**src/hw/rtl/gbs_pkg.sv**
```systemverilog
// Shared types, widths and constants for the greedy box suppression block.
package gbs_pkg;

   localparam int COORD_W = 16;
   localparam int SIZE_W  = 15;
   localparam int AREA_W  = 30;
   localparam int UNION_W = 31;
   localparam int THR_W   = 16;
   localparam int PROD_W  = 47;
   localparam int FRAC_W  = 16;
   localparam int SLOT_W  = 6;

   localparam logic [THR_W-1:0] THR_RESET = 16'd29491;

   typedef logic signed [COORD_W-1:0] coord_type;
   typedef logic [SIZE_W-1:0]         size_type;
   typedef logic [AREA_W-1:0]         area_type;
   typedef logic [THR_W-1:0]          thr_type;
   typedef logic [SLOT_W-1:0]         slot_type;

   // One stored box of the kept list, as it sits in the kept-box RAM.
   typedef struct packed {
      coord_type left;
      coord_type top;
      size_type  width;
      size_type  height;
      area_type  area;
   } kept_entry_type;

   // Sequencer to compare unit: one RAM read was issued this cycle.
   typedef struct packed {
      logic valid;
      logic last;
   } scan_issue_type;

   // Compare unit to sequencer: verdict for one stored box.
   typedef struct packed {
      logic valid;
      logic last;
      logic hit;
   } cmp_result_type;

endpackage

```
**src/hw/rtl/gbs_iou_unit.sv**
```systemverilog
// Pipelined overlap and IoU threshold compare, shared by every stored box of a scan.
module gbs_iou_unit (
   input  logic                    clock,
   input  logic                    reset,
   input  gbs_pkg::scan_issue_type issue,
   input  gbs_pkg::kept_entry_type kept,
   input  gbs_pkg::coord_type      box_left,
   input  gbs_pkg::coord_type      box_top,
   input  gbs_pkg::size_type       box_width,
   input  gbs_pkg::size_type       box_height,
   input  gbs_pkg::area_type       box_area,
   input  gbs_pkg::thr_type        threshold,
   output gbs_pkg::cmp_result_type result
);

   // Overlap of two intervals on one axis, zero when they do not meet.
   function automatic gbs_pkg::size_type axis_overlap(
      input gbs_pkg::coord_type a0, input gbs_pkg::size_type aw,
      input gbs_pkg::coord_type b0, input gbs_pkg::size_type bw);
      logic signed [gbs_pkg::COORD_W:0]   a1;
      logic signed [gbs_pkg::COORD_W:0]   b1;
      logic signed [gbs_pkg::COORD_W:0]   lo;
      logic signed [gbs_pkg::COORD_W:0]   hi;
      logic signed [gbs_pkg::COORD_W+1:0] diff;
      a1   = (gbs_pkg::COORD_W+1)'(a0) + $signed({2'b00, aw});
      b1   = (gbs_pkg::COORD_W+1)'(b0) + $signed({2'b00, bw});
      lo   = (a0 > b0) ? (gbs_pkg::COORD_W+1)'(a0) : (gbs_pkg::COORD_W+1)'(b0);
      hi   = (a1 < b1) ? a1 : b1;
      diff = (gbs_pkg::COORD_W+2)'(hi) - (gbs_pkg::COORD_W+2)'(lo);
      return (diff > 0) ? diff[gbs_pkg::SIZE_W-1:0] : '0;
   endfunction

   // Stage valid/last flags; stage 0 lines up with the RAM read data.
   gbs_pkg::scan_issue_type s0_ff, s1_ff, s2_ff, s3_ff, s4_ff;
   logic                    hit_ff, hit_in;

   gbs_pkg::size_type          ov_x_ff, ov_y_ff;
   gbs_pkg::area_type          karea1_ff, karea2_ff;
   gbs_pkg::area_type          inter2_ff, inter3_ff, inter4_ff;
   logic [gbs_pkg::UNION_W-1:0] union3_ff;
   logic [gbs_pkg::PROD_W-1:0]  prod4_ff;

   always_ff @(posedge clock) begin
      if (reset) begin
         s0_ff <= '0;
         s1_ff <= '0;
         s2_ff <= '0;
         s3_ff <= '0;
         s4_ff <= '0;
      end else begin
         s0_ff <= issue;
         s1_ff <= s0_ff;
         s2_ff <= s1_ff;
         s3_ff <= s2_ff;
         s4_ff <= s3_ff;
      end
   end

   always_ff @(posedge clock) begin
      ov_x_ff   <= axis_overlap(box_left, box_width, kept.left, kept.width);
      ov_y_ff   <= axis_overlap(box_top, box_height, kept.top, kept.height);
      karea1_ff <= kept.area;
      inter2_ff <= gbs_pkg::AREA_W'(ov_x_ff) * gbs_pkg::AREA_W'(ov_y_ff);
      karea2_ff <= karea1_ff;
      union3_ff <= gbs_pkg::UNION_W'(box_area) + gbs_pkg::UNION_W'(karea2_ff)
                   - gbs_pkg::UNION_W'(inter2_ff);
      inter3_ff <= inter2_ff;
      prod4_ff  <= gbs_pkg::PROD_W'(threshold) * gbs_pkg::PROD_W'(union3_ff);
      inter4_ff <= inter3_ff;
      hit_ff    <= hit_in;
   end

   // Suppress when inter / union > threshold, i.e. inter * 2^16 > threshold * union.
   assign hit_in = gbs_pkg::PROD_W'({inter4_ff, {gbs_pkg::FRAC_W{1'b0}}}) > prod4_ff;

   logic result_valid_ff, result_last_ff;

   always_ff @(posedge clock) begin
      if (reset) begin
         result_valid_ff <= 1'b0;
         result_last_ff  <= 1'b0;
      end else begin
         result_valid_ff <= s4_ff.valid;
         result_last_ff  <= s4_ff.last;
      end
   end

   assign result.valid = result_valid_ff;
   assign result.last  = result_last_ff;
   assign result.hit   = hit_ff;

endmodule

```
**config.mk**
```make
export PLATFORM = sky130hd
export DESIGN_NAME = gbs_iou_unit
export DESIGN_NICKNAME = d
export VERILOG_FILES = /design/src/hw/rtl/gbs_pkg.sv /design/src/hw/rtl/gbs_iou_unit.sv
export SDC_FILE = /design/constraint.sdc
export NUM_CORES = 2
export LEC_CHECK = 0
export BUFFER_PORTS_ARGS = -buffer_cell sky130_fd_sc_hd__buf_2
export CORE_AREA = 2 2 219 274
export DETAILED_ROUTE_END_ITERATION = 12
export DIE_AREA = 0 0 221 276
export PLACE_DENSITY = 0.82
export SYNTH_ARGS = -nofsm -noshare
export SYNTH_HDL_FRONTEND = slang
export SYNTH_SLANG_ARGS = --single-unit
```
**constraint.sdc**
```tcl
create_clock -name clock -period 11.5 [get_ports clock]
set_clock_uncertainty 0.2 [all_clocks]
set_input_delay 1.725 -clock clock [delete_from_list [all_inputs] [get_ports clock]]
set_output_delay 1.725 -clock clock [all_outputs]
set_load 0.01 [all_outputs]
```
==> run summary <==
The maximum achievable frequency is between 100 and 150 MHz. The endpoint class of the critical path is a flip-flop. The gate count after technology mapping came out at 4068. The measured slew at the worst slew-check pin came out at 1.15 ns. The total standard cell area after synthesis is 37000 um2.

The latest clock arrival within the worst-skew pair is approximately 0.56 ns. The HPWL reported at the end of detailed placement is 68200 um. The die is between 200 and 300 um tall. The tightest min-delay check is of the reg -> reg type. The element type at the critical path start is a primary input. Routability-driven placement finished with a final weighted congestion of 0.928. The detailed router finished its first iteration with approximately 1400 violations. The number of filler instances in the final layout came out at ~4500.

The placement row count is 99. The post-route antenna net violation count is 0. Entering global routing, the biggest net connects 32 pins. The critical path launch point is threshold[2].

The wire length of the first global-routing pass came out at approximately 140000 um. The flop-to-flop setup slack is 3.42 ns. The total DRC errors in the routed layout is 0. The arrival time at the worst endpoint came out at roughly 9 ns. 0 antenna diodes ended up in the layout. The share of synthesized area in the top cell type comes to 0.328.

The final cycle utilization of the critical path is 0.771. Yosys mapped the design onto 76 distinct sky130hd cell types. After clock tree synthesis, the setup repair step added 0 buffers. Leaving out fill and tap cells, the most frequent cells in the layout are 780 x sky130_fd_sc_hd__inv_1, 607 x sky130_fd_sc_hd__fa_1, 561 x sky130_fd_sc_hd__nand2_1, 430 x sky130_fd_sc_hd__ha_1, 271 x sky130_fd_sc_hd__dfxtp_1. The placed cell count is 4916. In the routed layout, each cell is associated on average with a via count of about 5.6. Setup repair after global routing left no endpoint under its margin.

At the end of the flow the core is filled with cells to 0.678. The core area is just under 60000 um2. The wire length per cell is between 15 and 20 um. The first detailed-routing pass ran for 6 iterations. The width of the die came out at 221 um. The critical path required time came out at ~12 ns. After layout, the minimum clock period comes to 8.87 ns. The number of hold buffers added after CTS is 0. Counting flops with a built-in enable in the synthesized netlist gives 0.

TritonCTS built the clock tree. The startpoint identified for the worst register-to-register timing path is union3_ff[13]. The startpoint of the tightest hold check path is karea1_ff[15]. The number of warnings printed during yosys synthesis is 0.

During I/O placement, the number of pins put on the boundary was around 210. Leaving out fill and tap cells, the most frequent cell in the layout is sky130_fd_sc_hd__inv_1. The total track usage is 0.283. The number of clock sinks is 271. The net count reported at finish came out at 5429.

The number of resized instances in the post-cts repair step is 0. The flow ran to the end, and the final reports show no timing, DRC or antenna violations. The critical path in this run is classified as in -> reg. The tool flagged a number of max-cap violations equal to 0.

Clock-pin slew was measured on the worst setup and hold paths at roughly 0.080 ns. The via count of the first global-routing pass is approximately 30000. In this run the critical register-to-register path is captured at prod4_ff[46]. Measured against its own limit, the worst slew margin works out to 0.234. The aggregate routed wire length came out at roughly 83000 um. Along the worst path, the maximum fanout reaches 31. Counting flops and latches in the post-synthesis netlist gives between 200 and 300.

The full die area is ~61000 um2. The biggest area contributor in the post-synthesis netlist is sky130_fd_sc_hd__fa_1. After synthesis, the mean cell area works out to just over 9 um2. The maximum buffer depth of the clock tree is 3. The number of antenna violations at the first check in global routing is 0. The number of clock buffers inserted by TritonCTS came out at 27.

Clock tree synthesis selected as its root buffer the cell sky130_fd_sc_hd__clkbuf_16. The total congestion overflow came out at 0. In the synthesized netlist the dominant register cell turns out to be sky130_fd_sc_hd__dfxtp_1.

Sorting the synthesized cells by area gives the leading types as sky130_fd_sc_hd__fa_1 33%, sky130_fd_sc_hd__dfxtp_1 15%, sky130_fd_sc_hd__ha_1 15%. The number of cells traversed by the worst hold path is 0. The deepest level of the CTS H-tree came out at 1.

Setup violations remaining at the end of the flow were counted as 0. Across all layers, the routed design uses 27572 vias. The number of nets in the synthesized netlist is between 5000 and 6000. The synthesis-to-finish area growth is 6.77%.

The share of synthesized flip-flops with an asynchronous set or reset is 0. The fraction of layout instances using a drive strength above 1 is 0.0711. After routing, the total negative slack on setup checks comes to 0 ns. The length in cells of the worst reg-to-reg path is 24. The number of standard cells in the final layout excluding fillers is 4965.

The worst hold path terminates at karea2_ff[15]. The max-slew violation count came out at 0. The final count of hold timing violations is 0. The number of buffers inserted by port buffering is 206. The proportion of synthesized chip area in sequential cells came out at 0.146. Summing all placed instances gives a cell area of between 30000 and 40000 um2. For this configuration, the core starts out at a cell density of 0.635.

The post-route cell area came out at approximately 40000 um2.
[cells by family after synthesis]
logic type	count (synthesis)	synth area share
simple gates	1114	0.140
fa+ha+maj	1039	0.474
compound gates	517	0.0926
flops	271	0.146
mux	53	0.0147
xor+xnor	168	0.0397
buf+inv	906	0.0927
[through the flow]
stage	setup WS, ns	hold slack (ns)
floorplan	2.90	0.110
global placement	2.32	0.110
detailed placement	2.18	0.112
CTS	2.75	0.121
global route	1.93	0.126
finish	2.63	0.112
[how the worst max path moves through the flow]
stage / endpoint / cells past startpoint / slack, ns
6_report: prod4_ff[46] / 25 / 2.63
5_1_grt: ov_y_ff[7] / 29 / 1.93
4_1_cts: prod4_ff[46] / 25 / 2.75
3_5_place_dp: ov_x_ff[13] / 32 / 2.18
3_3_place_gp: prod4_ff[46] / 25 / 2.32
2_1_floorplan: ov_x_ff[12] / 33 / 2.90
[flip-flops by register name (all words and copies together), names as in the netlist, 2 cells and up]
signal	count
karea2_ff	30
s4_ff	2
s3_ff	2
s0_ff	2
inter3_ff	30
union3_ff	31
s2_ff	2
s1_ff	2
ov_x_ff	15
prod4_ff	47
inter4_ff	30
inter2_ff	30
ov_y_ff	15
karea1_ff	30
[worst max-delay path, cell delays in order]
cell and delay, ns:
sky130_fd_sc_hd__buf_2 0.58, sky130_fd_sc_hd__nand2_1 0.16, sky130_fd_sc_hd__fa_1 0.54, sky130_fd_sc_hd__inv_1 0.06, sky130_fd_sc_hd__fa_1 0.54, sky130_fd_sc_hd__inv_1 0.05, sky130_fd_sc_hd__fa_1 0.51, sky130_fd_sc_hd__inv_1 0.06
sky130_fd_sc_hd__fa_1 0.54, sky130_fd_sc_hd__inv_1 0.07, sky130_fd_sc_hd__fa_1 0.48, sky130_fd_sc_hd__inv_1 0.05, sky130_fd_sc_hd__fa_1 0.43, sky130_fd_sc_hd__ha_1 0.35, sky130_fd_sc_hd__and3_1 0.21, sky130_fd_sc_hd__o2111a_1 0.24
sky130_fd_sc_hd__o31ai_1 0.12, sky130_fd_sc_hd__a31oi_1 0.42, sky130_fd_sc_hd__a31oi_1 0.26, sky130_fd_sc_hd__nand3b_1 0.31, sky130_fd_sc_hd__o311ai_1 0.67, sky130_fd_sc_hd__o41a_1 0.28, sky130_fd_sc_hd__a41o_1 0.20, sky130_fd_sc_hd__a21oi_1 0.08
sky130_fd_sc_hd__xnor2_1 0.14
[routing by layer]
layer,vias to the layer above,global-route usage,share of wire
met5,-,0,0
met4,0,0.116,0.041
met3,252,0.0247,0.055
met2,927,0.527,0.53
met1,13459,0.333,0.38
li1,12934,-,-
[synthesized netlist by cell type, drive strengths merged (21+ instances only)]
cell type	n
inv	780
fa	607
nand2	561
ha	430
dfxtp	271
and2	227
a21oi	150
nor2	127
xnor2	119
clkbuf	117
o21ai	96
a21o	92
xor2	49
mux2i	44
nor2b	43
nor3	33
o21a	31
nand3	29
o21bai	27
and3	23
nand2b	23
nand4	23
a211oi	21
[layout make-up]
type	instances	area, um2	share of cell area
clock buffer	32	714	0.0181
timing repair buffer	217	1110	0.0282
clock inverter	17	230	0.00582
multi-input combinational	2891	28200	0.713
sequential	271	5430	0.137
inverter	780	2930	0.0740
tap	757	947	0.0239
Power is left out: the tool's default activity adds up to more than one toggle a clock period on the data nets, which glitch-free logic cannot reach.
