<file path="src/hw/rtl/gbs_ram.sv">
// Generic single-write, single-read RAM with a registered read port.
module gbs_ram #(
   parameter int WIDTH = 8,
   parameter int DEPTH = 64
) (
   input  logic                                   clock,
   input  logic                                   wr_en,
   input  logic [(DEPTH > 1 ? $clog2(DEPTH) : 1)-1:0] wr_addr,
   input  logic [WIDTH-1:0]                       wr_data,
   input  logic [(DEPTH > 1 ? $clog2(DEPTH) : 1)-1:0] rd_addr,
   output logic [WIDTH-1:0]                       rd_data
);

   logic [WIDTH-1:0] mem_ff [DEPTH];
   logic [WIDTH-1:0] rd_data_ff;

   always_ff @(posedge clock) begin
      if (wr_en) begin
         mem_ff[wr_addr] <= wr_data;
      end
      rd_data_ff <= mem_ff[rd_addr];
   end

   assign rd_data = rd_data_ff;

endmodule

</file>
<file path="config.mk">
export PLATFORM = sky130hd
export DESIGN_NAME = gbs_ram
export DESIGN_NICKNAME = d
export VERILOG_FILES = /design/src/hw/rtl/gbs_ram.sv
export SDC_FILE = /design/constraint.sdc
export NUM_CORES = 1
export LEC_CHECK = 0
export ABC_AREA = 0
export ABC_CLOCK_PERIOD_IN_PS = 2200
export BUFFER_PORTS_ARGS = -buffer_cell sky130_fd_sc_hd__buf_2
export CORE_MARGIN = 2
export CORE_UTILIZATION = 60
export CTS_BUF_LIST = sky130_fd_sc_hd__clkbuf_16
export DETAILED_ROUTE_END_ITERATION = 8
export PLACE_DENSITY = 0.76
export SLEW_MARGIN = 20
export SYNTH_ARGS = -nofsm -noshare
export SYNTH_HDL_FRONTEND = slang
export SYNTH_SLANG_ARGS = --single-unit
</file>
<file path="constraint.sdc">
create_clock -name clock -period 2.2 [get_ports clock]
set_input_delay 0 -clock clock [delete_from_list [all_inputs] [get_ports clock]]
set_output_delay 0 -clock clock [all_outputs]
set_load 0.01 [all_outputs]
</file>
==> results.sh, run 1 <==
export IMPL_clockBufferDepth=3
export IMPL_hold_class="in2reg"
export IMPL_whs_endpoint="mem_ff[21][7]"
export IMPL_ys_warn_count=0
export IMPL_drtPass1Iterations=7
export IMPL_power_mw=20.09
export IMPL_dp_cells=1498
export IMPL_hold_start="wr_data[7]"
export IMPL_synth_edf_count=512
export IMPL_fp_dieH_um=187.3
export IMPL_place_area_um2=21650
export IMPL_design_area_um2=23240
export IMPL_r2r_start="mem_ff[24][6]"
export IMPL_yosys_top_cells_area="edfxtp_1 (76%), mux4_2 (14%), nor2_1 (1.5%)"
export IMPL_tightest_slew_ps=1049
export IMPL_hold_violations=0
export IMPL_syn_area_um2=20170
export IMPL_critical_path_top_delay_family="multiplexers"
export IMPL_ys_types=40
export IMPL_wl_per_cell_um=28.73
export IMPL_io_buffers=29
export IMPL_final_cells=1595
export IMPL_grt_pass1_wl_mm=68.37
export IMPL_cts_buffers=49
export IMPL_rsz0062_at_grt="no"
export IMPL_fmax_ghz=0.4921
export IMPL_endpoint_kind="register"
export IMPL_fin_util_pct=69.83
export IMPL_crit_buf_inv=0
export IMPL_drc=0
export IMPL_fin_crit_ps=2032
export IMPL_ant_nets=0
export IMPL_yosysTopAreaCell="edfxtp_1"
export IMPL_cts_sinks=520
export IMPL_slew_headroom_pct=30.07
export IMPL_path_clk_slew_ps=60
export IMPL_synth_ff_type="edfxtp_1"
export IMPL_arrival_ps=2450
export IMPL_synthArstFlopShare_pct=0
export IMPL_maxCapViolCount=0
export IMPL_initial_core_util_pct=60.60
export IMPL_path_class="reg2reg"
export IMPL_coreArea_um2=33280
export IMPL_fin_nets=1128
export IMPL_htreeDepth=2
export IMPL_regToRegSetupSlack_ps=170
export IMPL_synthCells=940
export IMPL_die_area_um2=35090
export IMPL_row_count=67
export IMPL_first_iter_violations=1315
export IMPL_synth_top_cell_area_share_pct=76.24
export IMPL_synth_seq_area_share_pct=77.03
export IMPL_clock_skew_ps=23.32
export IMPL_grt_start_max_net_pins=65
export IMPL_finalCritPeriodShare_pct=92.37
export IMPL_peakVddDrop_mv=0.7249
export IMPL_clock_latency_ps=570
export IMPL_crit_path_max_incr_delay_ps=450
export IMPL_leakagePower_nw=7.597
export IMPL_drive_above_1_share_pct=32.20
export IMPL_crit_path_start_kind="register"
export IMPL_grt_use_total_pct=27.01
export IMPL_gp_congestion=0.8392
export IMPL_antenna_found_initial=2
export IMPL_tns_ps=0
export IMPL_power_density_nw_per_um2=864.5
export IMPL_cpMaxStageDelayCell="mux4_2"
export IMPL_wl_mm=45.82
export IMPL_rr_worst_depth=5
export IMPL_root_buffer="clkbuf_16"
export IMPL_syn_nets=962
export IMPL_cp_data_required_time_ps=2610
export IMPL_whs_path_depth=1
export IMPL_setup_violations_final=0
export IMPL_synth_seq_cells=520
export IMPL_hpwl_mm=28.38
export IMPL_cts_tree="built"
export IMPL_vias=10244
export IMPL_first_global_vias=10483
export IMPL_status="finished, final reports clean"
export IMPL_yosysMostFrequentCell="edfxtp_1"
export IMPL_io_pins=30
export IMPL_synth_common_cells="edfxtp_1 (512), mux4_2 (126), nor2_1 (83)"
export IMPL_critPathMaxFanout=1
export IMPL_slew_viol_final=0
export IMPL_overflow=0
export IMPL_vias_per_cell=6.423
export IMPL_syn_area_per_cell_um2=21.45
export IMPL_die_w_um=187.3
export IMPL_path_cells="mux4_2, mux2_2, o221a_2, nor3_2, o32ai_1"
export IMPL_regToRegEndpoint="rd_data[6]"
export IMPL_area_delta_synth_final_pct=15.24
## cell type report
class	count	area [µm²]
clock buffer	51	1276
clock inverter	40	250.2
timing repair buffer	166	1295
sequential	520	15530
antenna	1	2.502
multi-input combinational	369	4320
fill	1985	10040
tap	448	560.5
## per-stage QoR
step           hold WS [ps]  worst slack, ps
2_1_floorplan         98.87            507.8
3_3_place_gp          426.2           -92.37
3_5_place_dp          436.9           -139.0
4_1_cts               8.147            36.33
5_1_grt               29.87            128.3
6_report              1.075            167.8
## logic make-up (layout without fill, tap and decap cells)
family,Yosys count,in the layout,share of synthesized area (%)
mux,162,162,15.94
simple gates,153,153,3.387
flops,520,520,77.03
other cells,0,1,0
compound gates,54,54,2.072
buf+inv,51,257,1.570
## metal layers
layer	part of all wire (%)	GRT usage [%]	vias up	routed length, µm
met5	0.028	0	-	13
li1	-	-	4265	-
met4	3.6	9.463	2	1671
met2	49	43.47	580	22370
met1	38	37.91	5293	17580
met3	9.1	5.103	104	4179
## worst reg2reg max path, stage by stage, from the launching register on
cell and delay [ps]:
edfxtp_1 380, mux4_2 450, mux2_2 280, o221a_2 300, nor3_2 330, o32ai_1 150
## what timing repair did
action	4_1_cts	5_1_grt
hold buffers	5	0
setup buffers	0	0
hold endpoints to repair	35	0
setup endpoints to repair	0	1
resized for setup	0	1
## cell usage in the layout (no fill, tap or decap), types with 5 or more instances in the layout
cell / instances
clkinv_1: 14
o22ai_1: 8
dlygate4sd3_1: 5
a221oi_1: 6
buf_12: 7
clkbuf_16: 51
nand3_1: 13
nand2b_1: 7
mux2i_1: 23
nand2_1: 19
mux4_2: 126
edfxtp_1: 512
dfxtp_1: 8
buf_4: 130
mux2_2: 13
nor2_1: 83
buf_2: 23
clkinv_2: 10
inv_1: 11
nor2b_1: 14
o221ai_1: 8
nor3_1: 6
## how the worst max path moves through the flow
stage | end | startpoint | cells after the start | slack [ps]
2_1_floorplan | rd_data[4] | mem_ff[29][4] | 5 | 510
3_3_place_gp | rd_data[6] | rd_addr[0] | 7 | -90
3_5_place_dp | rd_data[6] | rd_addr[0] | 7 | -140
4_1_cts | rd_data[6] | mem_ff[24][6] | 5 | 40
5_1_grt | rd_data[6] | mem_ff[24][6] | 5 | 130
6_report | rd_data[6] | mem_ff[24][6] | 5 | 170
## where the power goes
part / switching, mW / total (mW) / internal [mW]
clock: 3.46 / 7.99 / 4.53
sequential: 0.0384 / 11.0 / 11.0
combinational: 0.651 / 1.10 / 0.452
total: 4.15 / 20.1 / 15.9
## flip-flops by register name, summed over array words and instances, names as in the netlist
name and cells:
rd_data 8, mem_ff 512
No activity file was read; power rests on OpenSTA's default activity.
==> run 2, diff against run 1 <==
ABC_CLOCK_PERIOD_IN_PS = 1900   (was 2200)
clock period = 1.9 ns   (was 2.2 ns; I/O delays follow)
==> results.sh, run 2 (synthesis results as in run 1) <==
export IMPL_highest_layer="met5"
export IMPL_leakagePower_nw=7.719
export IMPL_p_switching_mw=4.867
export IMPL_regMostFlops="mem_ff"
export IMPL_clock_skew_ps=20.75
export IMPL_rsz0062_at_grt="yes"
export IMPL_place_worst_setup_slack_ps=-189.5
export IMPL_design_area_um2=23560
export IMPL_cts_tree="built"
export IMPL_first_global_vias=10249
export IMPL_largest_register_ffs=512
export IMPL_path_clk_slew_ps=60
export IMPL_fin_nets=1137
export IMPL_wl_mm=45.35
export IMPL_swShare_pct=20.44
export IMPL_root_buffer="clkbuf_16"
export IMPL_vias=10207
export IMPL_arrival_ps=2350
export IMPL_wl_met3_mm=4.301
export IMPL_peakVddDrop_mv=0.7908
export IMPL_path_cells="mux4_2, mux4_2, nor2_1, nor3_1, o2bb2ai_1"
export IMPL_drtPass1Iterations=5
export IMPL_internal_power_mw=18.94
export IMPL_layout_commonest_cell="edfxtp_1"
export IMPL_cpMostUsedCell="mux4_2"
export IMPL_multi_input_area_um2=4358
export IMPL_drc=0
export IMPL_endpoint_kind="register"
export IMPL_slew_headroom_pct=50.09
export IMPL_gp_congestion=0.8603
export IMPL_row_count=67
export IMPL_critPathMaxFanout=1
export IMPL_met1_length_mm=17.46
export IMPL_seq_power_share_pct=53.5
export IMPL_crit_buf_inv=0
export IMPL_timing_hold_ws_ps=-2.706
export IMPL_cpMaxStageDelayCell="mux4_2"
export IMPL_status="complete, but fails checks"
export IMPL_first_iter_violations=1306
export IMPL_cts_setup_buffers=0
export IMPL_place_area_um2=21830
export IMPL_crit_path_max_incr_delay_ps=530
export IMPL_io_pins=30
export IMPL_fin_util_pct=70.78
export IMPL_ff_latch_area_um2=15530
export IMPL_vias_per_cell=6.367
export IMPL_path_class="reg2reg"
export IMPL_cts_buffers=50
export IMPL_power_density_nw_per_um2=1011
export IMPL_p_comb_share_pct=5.5
export IMPL_ant_nets=0
export IMPL_hold_class="in2reg"
export IMPL_coreArea_um2=33280
export IMPL_die_w_um=187.3
export IMPL_setup_ws_ps=6.199
export IMPL_grt_use_total_pct=26.66
export IMPL_critical_path_top_delay_family="multiplexers"
export IMPL_n_fill_cell=1949
export IMPL_clock_latency_ps=570
export IMPL_area_delta_synth_final_pct=16.81
export IMPL_cts_sinks=520
export IMPL_p_clk_share_pct=41.0
export IMPL_maxCapViolCount=0
export IMPL_hold_violations=4
export IMPL_wl_per_cell_um=28.29
export IMPL_grt_start_max_net_pins=65
export IMPL_clockBufferDepth=3
export IMPL_io_buffers=29
export IMPL_layout_common_cells="edfxtp_1 (512), mux4_2 (126), buf_4 (125), nor2_1 (82), clkbuf_16 (53)"
export IMPL_overflow=0
export IMPL_die_area_um2=35090
export IMPL_slew_viol_final=0
export IMPL_cp_data_required_time_ps=2350
export IMPL_grt_pass1_wl_mm=67.48
export IMPL_tightest_slew_ps=748.6
export IMPL_drive_above_1_share_pct=33.77
export IMPL_crit_path_start_kind="register"
export IMPL_antenna_found_initial=6
export IMPL_hpwl_mm=28.50
export IMPL_htreeDepth=2
export IMPL_initial_core_util_pct=60.60
export IMPL_dr_wl_met2_mm=22.09
export IMPL_setup_violations_final=0
export IMPL_fmax_ghz=0.5280
export IMPL_violations="negative hold slack"
export IMPL_fp_dieH_um=187.3
export IMPL_fin_crit_ps=1894
export IMPL_finalCritPeriodShare_pct=99.67
export IMPL_regToRegSetupSlack_ps=6
==> run 2: cell types whose count changed in the layout (fill, tap and decap cells not counted), sizes merged <==
cell,previous run,this run
clkinv,24,18
clkbuf,52,54
bufinv,3,5
inv,12,8
diode,1,3
clkinvlp,1,5
buf,160,168
==> run 2: final timing paths <==
check	to	cells after the start	from
hold reg to reg	rd_data[4]	3	mem_ff[31][4]
hold / removal	mem_ff[63][3]	1	wr_data[3]
setup / recovery	rd_data[0]	5	mem_ff[12][0]
setup reg to reg	rd_data[0]	5	mem_ff[12][0]
==> run 2: timing repair <==
item	4_1_cts	5_1_grt
hold buffers	5	0
pin swaps	1	0
setup endpoints to repair	3	6
gates cloned	0	0
endpoints found under the hold margin	61	0
resized for setup	4	7
==> run 2: worst register-to-register path: cells and delay by family, from the launching register on <==
kind               cells  cell delay [ps]
muxes                  2             1050
AOI/OAI and AO/OA      1              150
and+or+nand+nor        2              180
DFF                    1              410
==> run 2: routing by layer <==
| metal | track usage (%) | vias up |
|---|---|---|
| li1 | - | 4280 |
| met1 | 38.56 | 5259 |
| met2 | 41.95 | 567 |
| met3 | 4.897 | 95 |
| met4 | 9.188 | 6 |
| met5 | 0 | - |
==> run 2: power groups by stage <==
stage	Sequential [mW]	Combinational (mW)	Clock, mW
finish	12.7	1.31	9.76
global route	12.7	1.39	10.3
CTS	12.7	1.30	9.87
detailed placement	13.0	1.28	0
global placement	13.0	1.25	0
floorplan	13.0	0.677	0
==> run 2: final cells by class <==
type	count	area share, %
Tap cell	448	2.380
Sequential cell	520	65.95
Clock inverter	36	1.259
Antenna cell	3	0.03187
Clock buffer	53	5.630
Multi-Input combinational cell	369	18.50
Timing Repair Buffer	174	6.252
==> run 2: metrics by stage <==
step	power [mW]	hold WS [ps]	std cells	setup TNS, ps
after CTS	23.90	0.4428	1600	0
after global placement	14.22	418.9	1506	-296.3
after floorplan	13.65	98.87	940	0
final	23.80	-2.706	1603	0
after global routing	24.39	23.27	1601	-5.836
after detailed placement	14.26	419.6	1506	-556.2
